--- src/rtl/msrr_pkg.sv ---
// Shared types and constants for the minimal standard random roll block.
`default_nettype none

package msrr_pkg;

   localparam int unsigned WORD_W = 31;          // generator state, bound and roll width
   localparam int unsigned LO_W   = 16;          // low partial-product slice
   localparam int unsigned HI_W   = 15;          // high partial-product slice
   localparam int unsigned CNT_W  = 5;           // divider step counter

   localparam logic [14:0]       LCG_MULT   = 15'd16807;
   localparam logic [WORD_W-1:0] MODULUS    = 31'h7FFF_FFFF;
   localparam logic [WORD_W-1:0] STATE_SEED = 31'd1;
   localparam logic [CNT_W-1:0]  LAST_STEP  = CNT_W'(WORD_W - 1);

   // Status of a multi-cycle unit as seen by the sequencer.
   typedef struct packed {
      logic busy;
      logic done;
   } msrr_unit_status_type;

   typedef enum logic [1:0] {
      ST_IDLE,
      ST_ADVANCE,
      ST_DIVIDE,
      ST_REPLY
   } msrr_state_type;

endpackage

`default_nettype wire

--- src/rtl/msrr_advance.sv ---
// Generator state register and its three-step multiply and end-around reduction.
`default_nettype none

module msrr_advance (
   input  wire logic                                  clock,
   input  wire logic                                  reset,
   input  wire logic                                  start,
   output msrr_pkg::msrr_unit_status_type             status,
   output logic [msrr_pkg::WORD_W-1:0]                gen_state
);

   logic [msrr_pkg::WORD_W-1:0] state_ff, state_in;
   logic [30:0]                 lo_prod_ff, lo_prod_in;
   logic [29:0]                 hi_prod_ff, hi_prod_in;
   logic [32:0]                 sum_ff, sum_in;
   logic [32:0]                 reduced;
   logic                        prod_vld_ff, sum_vld_ff, done_ff;

   // Step 1: two narrow partial products.
   assign lo_prod_in = 31'({16'd0, msrr_pkg::LCG_MULT} *
                           {15'd0, state_ff[msrr_pkg::LO_W-1:0]});
   assign hi_prod_in = 30'({15'd0, msrr_pkg::LCG_MULT} *
                           {15'd0, state_ff[msrr_pkg::WORD_W-1:msrr_pkg::LO_W]});

   // Step 2: fold the high product back in (2^31 wraps to 1).
   assign sum_in = {2'd0, lo_prod_ff}
                 + {2'd0, hi_prod_ff[14:0], 16'd0}
                 + {18'd0, hi_prod_ff[29:15]};

   // Step 3: one conditional subtract, then keep 31 bits.
   always_comb begin
      if (sum_ff > {2'd0, msrr_pkg::MODULUS}) begin
         reduced = sum_ff - {2'd0, msrr_pkg::MODULUS};
      end else begin
         reduced = sum_ff;
      end
      state_in = reduced[msrr_pkg::WORD_W-1:0];
   end

   always_ff @(posedge clock) begin
      if (reset) begin
         state_ff    <= msrr_pkg::STATE_SEED;
         prod_vld_ff <= 1'b0;
         sum_vld_ff  <= 1'b0;
         done_ff     <= 1'b0;
      end else begin
         prod_vld_ff <= start;
         sum_vld_ff  <= prod_vld_ff;
         done_ff     <= sum_vld_ff;
         if (sum_vld_ff) begin
            state_ff <= state_in;
         end
      end
   end

   always_ff @(posedge clock) begin
      lo_prod_ff <= lo_prod_in;
      hi_prod_ff <= hi_prod_in;
      sum_ff     <= sum_in;
   end

   assign status.busy = prod_vld_ff | sum_vld_ff;
   assign status.done = done_ff;
   assign gen_state   = state_ff;

endmodule

`default_nettype wire

--- src/rtl/msrr_divider.sv ---
// Restoring remainder unit: one shared compare-and-subtract per cycle.
`default_nettype none

module msrr_divider (
   input  wire logic                                  clock,
   input  wire logic                                  reset,
   input  wire logic                                  start,
   input  wire logic [msrr_pkg::WORD_W-1:0]           dividend,
   input  wire logic [msrr_pkg::WORD_W-1:0]           divisor,
   output msrr_pkg::msrr_unit_status_type             status,
   output logic [msrr_pkg::WORD_W-1:0]                remainder
);

   logic [msrr_pkg::WORD_W-1:0] rem_ff, rem_in;
   logic [msrr_pkg::WORD_W-1:0] dq_ff;
   logic [msrr_pkg::WORD_W-1:0] dvs_ff;
   logic [msrr_pkg::CNT_W-1:0]  count_ff;
   logic                        busy_ff, done_ff;
   logic [msrr_pkg::WORD_W:0]   trial, diff;
   logic                        fits;

   // Shift in the next dividend bit, subtract if the divisor fits.
   assign trial  = {rem_ff, dq_ff[msrr_pkg::WORD_W-1]};
   assign diff   = trial - {1'b0, dvs_ff};
   assign fits   = (trial >= {1'b0, dvs_ff});
   assign rem_in = fits ? diff[msrr_pkg::WORD_W-1:0] : trial[msrr_pkg::WORD_W-1:0];

   always_ff @(posedge clock) begin
      if (reset) begin
         busy_ff  <= 1'b0;
         done_ff  <= 1'b0;
         count_ff <= '0;
      end else begin
         // pulse on the last step
         done_ff <= ~start & busy_ff & (count_ff == '0);
         if (start) begin
            busy_ff  <= 1'b1;
            count_ff <= msrr_pkg::LAST_STEP;
         end else if (busy_ff) begin
            count_ff <= count_ff - 1'b1;
            if (count_ff == '0) begin
               busy_ff <= 1'b0;
            end
         end
      end
   end

   always_ff @(posedge clock) begin
      if (start) begin
         rem_ff <= '0;
         dq_ff  <= dividend;
         dvs_ff <= divisor;
      end else if (busy_ff) begin
         rem_ff <= rem_in;
         dq_ff  <= {dq_ff[msrr_pkg::WORD_W-2:0], 1'b0};
      end
   end

   assign status.busy = busy_ff;
   assign status.done = done_ff;
   assign remainder   = rem_ff;

endmodule

`default_nettype wire

--- src/rtl/minimal_standard_random_roll.sv ---
// Top level of the minimal standard die roller: sequencer, units and result register.
`default_nettype none

// Each req transaction asks for one roll over 0..range_n-1 and yields exactly one
// rsp transaction. The 31-bit generator starts at 1 after reset and advances by
// state*16807 mod (2^31-1) on every request, including a zero bound. The roll is
// the new state mod range_n; a zero bound returns 0 with the bad_range flag set.
// A request with nonzero bound goes through the multiply/reduce pipeline, the
// bit-serial remainder unit, the hand-over to the reply state and the result load
// before rsp valid; a zero bound skips the remainder unit. The next request is
// taken in the cycle after the result is loaded. The remainder unit does one
// compare-and-subtract per cycle and sets the rate. req_tready is high only while
// the sequencer is idle; a finished result sits in the output register and the
// next request is taken while it waits, though its own result will hold off
// until the earlier one is taken.
module minimal_standard_random_roll (
   input  wire logic        clock,
   input  wire logic        reset,

   input  wire logic        req_tvalid,
   output logic             req_tready,
   input  wire logic [31:0] req_tdata,   // [30:0] range_n, [31] zero

   output logic             rsp_tvalid,
   input  wire logic        rsp_tready,
   output logic [31:0]      rsp_tdata,   // [30:0] roll_value, [31] zero
   output logic [0:0]       rsp_tuser    // [0] bad_range
);

   msrr_pkg::msrr_state_type       state_ff, state_in;
   msrr_pkg::msrr_unit_status_type adv_status, div_status;

   logic [msrr_pkg::WORD_W-1:0] gen_state;
   logic [msrr_pkg::WORD_W-1:0] div_rem;
   logic [msrr_pkg::WORD_W-1:0] range_ff;
   logic                        bad_ff;

   logic [msrr_pkg::WORD_W-1:0] roll_ff;
   logic                        roll_bad_ff;
   logic                        rsp_vld_ff;

   logic req_accept;
   logic adv_start;
   logic div_start;
   logic out_free;
   logic out_load;

   assign req_accept = req_tvalid & req_tready;
   assign out_free   = ~rsp_vld_ff | rsp_tready;

   // Next-state logic.
   always_comb begin
      state_in = state_ff;
      unique case (state_ff)
         msrr_pkg::ST_IDLE: begin
            if (req_tvalid) begin
               state_in = msrr_pkg::ST_ADVANCE;
            end
         end
         msrr_pkg::ST_ADVANCE: begin
            if (adv_status.done) begin
               state_in = bad_ff ? msrr_pkg::ST_REPLY : msrr_pkg::ST_DIVIDE;
            end
         end
         msrr_pkg::ST_DIVIDE: begin
            if (div_status.done) begin
               state_in = msrr_pkg::ST_REPLY;
            end
         end
         msrr_pkg::ST_REPLY: begin
            if (out_free) begin
               state_in = msrr_pkg::ST_IDLE;
            end
         end
         default: state_in = msrr_pkg::ST_IDLE;
      endcase
   end

   // Output decode of the sequencer.
   always_comb begin
      req_tready = 1'b0;
      adv_start  = 1'b0;
      div_start  = 1'b0;
      out_load   = 1'b0;
      unique case (state_ff)
         msrr_pkg::ST_IDLE: begin
            req_tready = 1'b1;
            adv_start  = req_tvalid;
         end
         msrr_pkg::ST_ADVANCE: begin
            div_start = adv_status.done & ~bad_ff;
         end
         msrr_pkg::ST_DIVIDE: begin
         end
         msrr_pkg::ST_REPLY: begin
            out_load = out_free;
         end
         default: begin
         end
      endcase
   end

   always_ff @(posedge clock) begin
      if (reset) begin
         state_ff   <= msrr_pkg::ST_IDLE;
         rsp_vld_ff <= 1'b0;
      end else begin
         state_ff <= state_in;
         if (out_load) begin
            rsp_vld_ff <= 1'b1;
         end else if (rsp_tready) begin
            rsp_vld_ff <= 1'b0;
         end
      end
   end

   // Request capture and result register (payload, no reset).
   always_ff @(posedge clock) begin
      if (req_accept) begin
         range_ff <= req_tdata[msrr_pkg::WORD_W-1:0];
         bad_ff   <= (req_tdata[msrr_pkg::WORD_W-1:0] == '0);
      end
      if (out_load) begin
         roll_ff     <= bad_ff ? '0 : div_rem;
         roll_bad_ff <= bad_ff;
      end
   end

   msrr_advance u_advance (
      .clock     (clock),
      .reset     (reset),
      .start     (adv_start),
      .status    (adv_status),
      .gen_state (gen_state)
   );

   msrr_divider u_divider (
      .clock     (clock),
      .reset     (reset),
      .start     (div_start),
      .dividend  (gen_state),
      .divisor   (range_ff),
      .status    (div_status),
      .remainder (div_rem)
   );

   assign rsp_tvalid   = rsp_vld_ff;
   assign rsp_tdata    = {1'b0, roll_ff};
   assign rsp_tuser[0] = roll_bad_ff;

   // A flagged result always carries a zero roll.
   a_bad_zero: assert property (@(posedge clock) disable iff (reset)
      rsp_tvalid && rsp_tuser[0] |-> rsp_tdata == 32'd0)
      else $error("bad_range result with nonzero roll");

   // Remainder is below the bound when the divider finishes.
   a_rem_range: assert property (@(posedge clock) disable iff (reset)
      div_status.done |-> div_rem < range_ff)
      else $error("remainder not below bound");

   // Generator never reaches zero.
   a_state_nonzero: assert property (@(posedge clock) disable iff (reset)
      adv_status.done |-> gen_state != '0)
      else $error("generator state collapsed to zero");

   // The two units never run together.
   a_units_excl: assert property (@(posedge clock) disable iff (reset)
      !(adv_status.busy && div_status.busy))
      else $error("advance and divider busy at once");

endmodule

`default_nettype wire
--- config.mk ---
export PLATFORM = sky130hd
export DESIGN_NAME = minimal_standard_random_roll
export DESIGN_NICKNAME = d
export VERILOG_FILES = /design/src/rtl/msrr_pkg.sv /design/src/rtl/msrr_advance.sv /design/src/rtl/msrr_divider.sv /design/src/rtl/minimal_standard_random_roll.sv
export SDC_FILE = /design/constraint.sdc
export NUM_CORES = 1
export LEC_CHECK = 0
export BUFFER_PORTS_ARGS = -buffer_cell sky130_fd_sc_hd__buf_2
export CAP_MARGIN = 25
export CORE_ASPECT_RATIO = 1.2
export CORE_MARGIN = 2
export CORE_UTILIZATION = 64
export DETAILED_ROUTE_END_ITERATION = 6
export GPL_TIMING_DRIVEN = 1
export PLACE_DENSITY = 0.88
export SLEW_MARGIN = 40
export SYNTH_ARGS = -nofsm -noshare
export SYNTH_HDL_FRONTEND = slang
export SYNTH_HIERARCHICAL = 1
export SYNTH_SLANG_ARGS = --single-unit
--- constraint.sdc ---
create_clock -name clock -period 6.7 [get_ports clock]
set_input_delay 0.335 -clock clock [delete_from_list [all_inputs] [get_ports clock]]
set_output_delay 0.335 -clock clock [all_outputs]
set_load 0.05 [all_outputs]
==> results.py <==
metrics = {
    "status": {
        "outcome": "finished, violations left",
        "violations": "design-rule violations",
    },
    "sta": {
        "fin_crit_ns": 5.96,
        "hold_viol": 0,
        "worst_slack_ns": 0.739,
        "fmax_mhz": 168,
        "skew_ns": 0.0154,
        "tns_ns": 0,
        "tightest_slew_ns": 0.762,
        "period_share_pct": 89.0,
        "slew_headroom_pct": 49.2,
        "grt_setup_unrepaired": "no",
        "setup_viol": 0,
        "final_max_slew_viol_count": 0,
    },
    "routing": {
        "first_pass_iters": 7,
        "viasPerCell": 5.93,
        "vias": 15300,
        "drc": 1,
        "wl_per_cell_um": 18.7,
        "ant_nets": 0,
        "drtIter0Drc": 1049,
        "wirelength_um": 48200,
    },
    "global_route": {
        "grt_pass1_vias": 15900,
        "grt_usage_pct": 28.3,
        "globalRouteOverflowTotal": 0,
        "grt_pass1_wl_um": 77700,
        "antenna_found_initial": 0,
        "grt_max_degree": 68,
    },
    "finish": {
        "antenna_cells": 0,
        "layout_commonest_cell": "ha_1",
        "drive_above_1_share_pct": 9.23,
        "final_cell_mix": "ha_1, inv_1, dfxtp_1, nor2_1, edfxtp_1",
        "syn2layout_area_growth_pct": 9.92,
        "num-nets-final": 2589,
    },
    "clock_tree": {
        "post-cts-setup-buffers": 0,
        "numClockSinks": 294,
        "cts_buffer_depth": 3,
        "cts_max_level": 1,
        "clk_pin_slew_ns": 0.07,
        "cts_resized": 0,
        "post_cts_hold_buffer_count": 31,
        "cts_buffers": 31,
        "cts_tree": "done",
        "clock_latency_ns": 0.58,
        "cts_root_buf": "clkbuf_16",
    },
    "floorplanning": {
        "die_w_um": 169,
        "start_util_pct": 64.9,
        "dieArea_mm2": 0.0341,
        "rows": 72,
        "ios": 71,
        "die_h_um": 202,
        "core-area_mm2": 0.0322,
    },
    "critical_path": {
        "cp_common_cell": "inv_1",
        "timing.critical_path.from": "u_advance/gen_state[11]",
        "reg2reg_from": "u_advance/gen_state[11]",
        "cp_slowest_stage_delay_ns": 0.57,
        "critical_path_class": "reg -> reg",
        "start_kind": "flip-flop",
        "arrival_ns": 6.48,
        "cp-end-kind": "flip-flop",
        "slowest_stage": "fa_1",
        "critPathMaxFanout": 7,
        "required_ns": 7.21,
        "path_cells": "inv_1 > fa_1 > inv_1 > ha_1 > inv_1 > fa_1 > inv_1 > ha_1 > fa_1 > inv_1 > fa_1 > inv_1 > ha_1 > a21oi_1 > o21ai_0 > a221o_1 > a31o_2 > a21oi_1 > o221ai_1 > a21oi_1 > xnor2_1",
    },
    "synth": {
        "synth_nets": 2496,
        "syn-mean-instance-area_um2": 10.2,
        "syn_inst": 2050,
        "yosys_warnings": 6,
        "synth_area_mm2": 0.0209,
    },
    "pwr": {
        "pwr-share-seq_pct": 31.3,
        "p_sw_mw": 3.69,
        "p_leak_nw": 10.9,
        "p_comb_share_pct": 49.1,
        "total_power_mw": 8.80,
        "p_int_mw": 5.11,
        "powerDensity_mw_per_mm2": 383,
        "swShare_pct": 42.0,
        "power_frac_clock_pct": 19.5,
        "worst_ir_drop_vdd_v": 0.000235,
    },
    "placed_design": {
        "place.gp.congestion": 0.968,
        "dp_slack_ns": 0.826,
        "portBuffers": 68,
        "hpwl_um": 35600,
    },
    "min_path": {
        "hold_start": "rsp_tready",
        "hold_path_class": "in -> reg",
    },
    "run": {
        "max_cap_violations": 0,
    },
}
-- critical path: cells and delay by family (launching register included) --
| family | cells | cell delay, ns |
|---|---|---|
| flops | 1 | 0.54 |
| xor+xnor | 1 | 0.14 |
| buf+inv | 6 | 0.45 |
| compound gates | 7 | 1.69 |
| fa+ha+maj | 7 | 3.07 |
-- sequential cells by signal, summed over array words and instances, names as in the netlist, 5 cells and up --
signal                flops
roll_ff                  31
u_divider/dq_ff          31
u_advance/lo_prod_ff     31
u_advance/gen_state      31
u_advance/hi_prod_ff     30
u_divider/count_ff        5
u_divider/remainder      31
u_divider/dvs_ff         31
u_advance/sum_ff         32
range_ff                 31
-- power by group through the flow --
stage               registers, mW  logic [mW]  clock network, mW
floorplan                    2.70        3.28                  0
global placement             2.78        4.01                  0
detailed placement           2.78        4.20                  0
CTS                          2.75        4.26               1.74
global route                 2.80        4.82               1.82
finish                       2.76        4.32               1.72
-- cell type report --
class,instances,area (µm²)
inverter,264,992
clock buffer,38,865
tap,407,509
clock inverter,19,160
multi-input combinational,1441,12500
sequential,294,7150
timing repair buffer,111,763
fill,2212,9200
-- per-layer routing --
metal,up-vias,GRT usage (%),wire [µm]
met5,-,0,0
met3,134,3.21,1970
met2,441,52.4,24900
li1,7323,-,-
met4,0,12.2,1880
met1,7363,32.9,19500
-- per-stage QoR --
step	hold WS (ns)	instance area, µm²	cells	utilization [%]
6_report	0.0703	23000	2574	71.4
2_1_floorplan	0.400	20900	2050	-
3_3_place_gp	0.404	21600	2483	67.1
4_1_cts	0.0507	22900	2573	71.3
5_1_grt	0.0845	23000	2574	71.4
3_5_place_dp	0.405	21600	2485	67.2
-- final timing paths --
path | to | slack, ns | cells past startpoint
worst min-delay path | rsp_tvalid | 0.07 | 4
worst max-delay path | u_advance/lo_prod_ff[28] | 0.74 | 21
worst max register to register | u_advance/lo_prod_ff[28] | 0.74 | 21
worst min register to register | u_divider/dvs_ff[17] | 0.42 | 0
No activity file was read; power rests on OpenSTA's default activity.
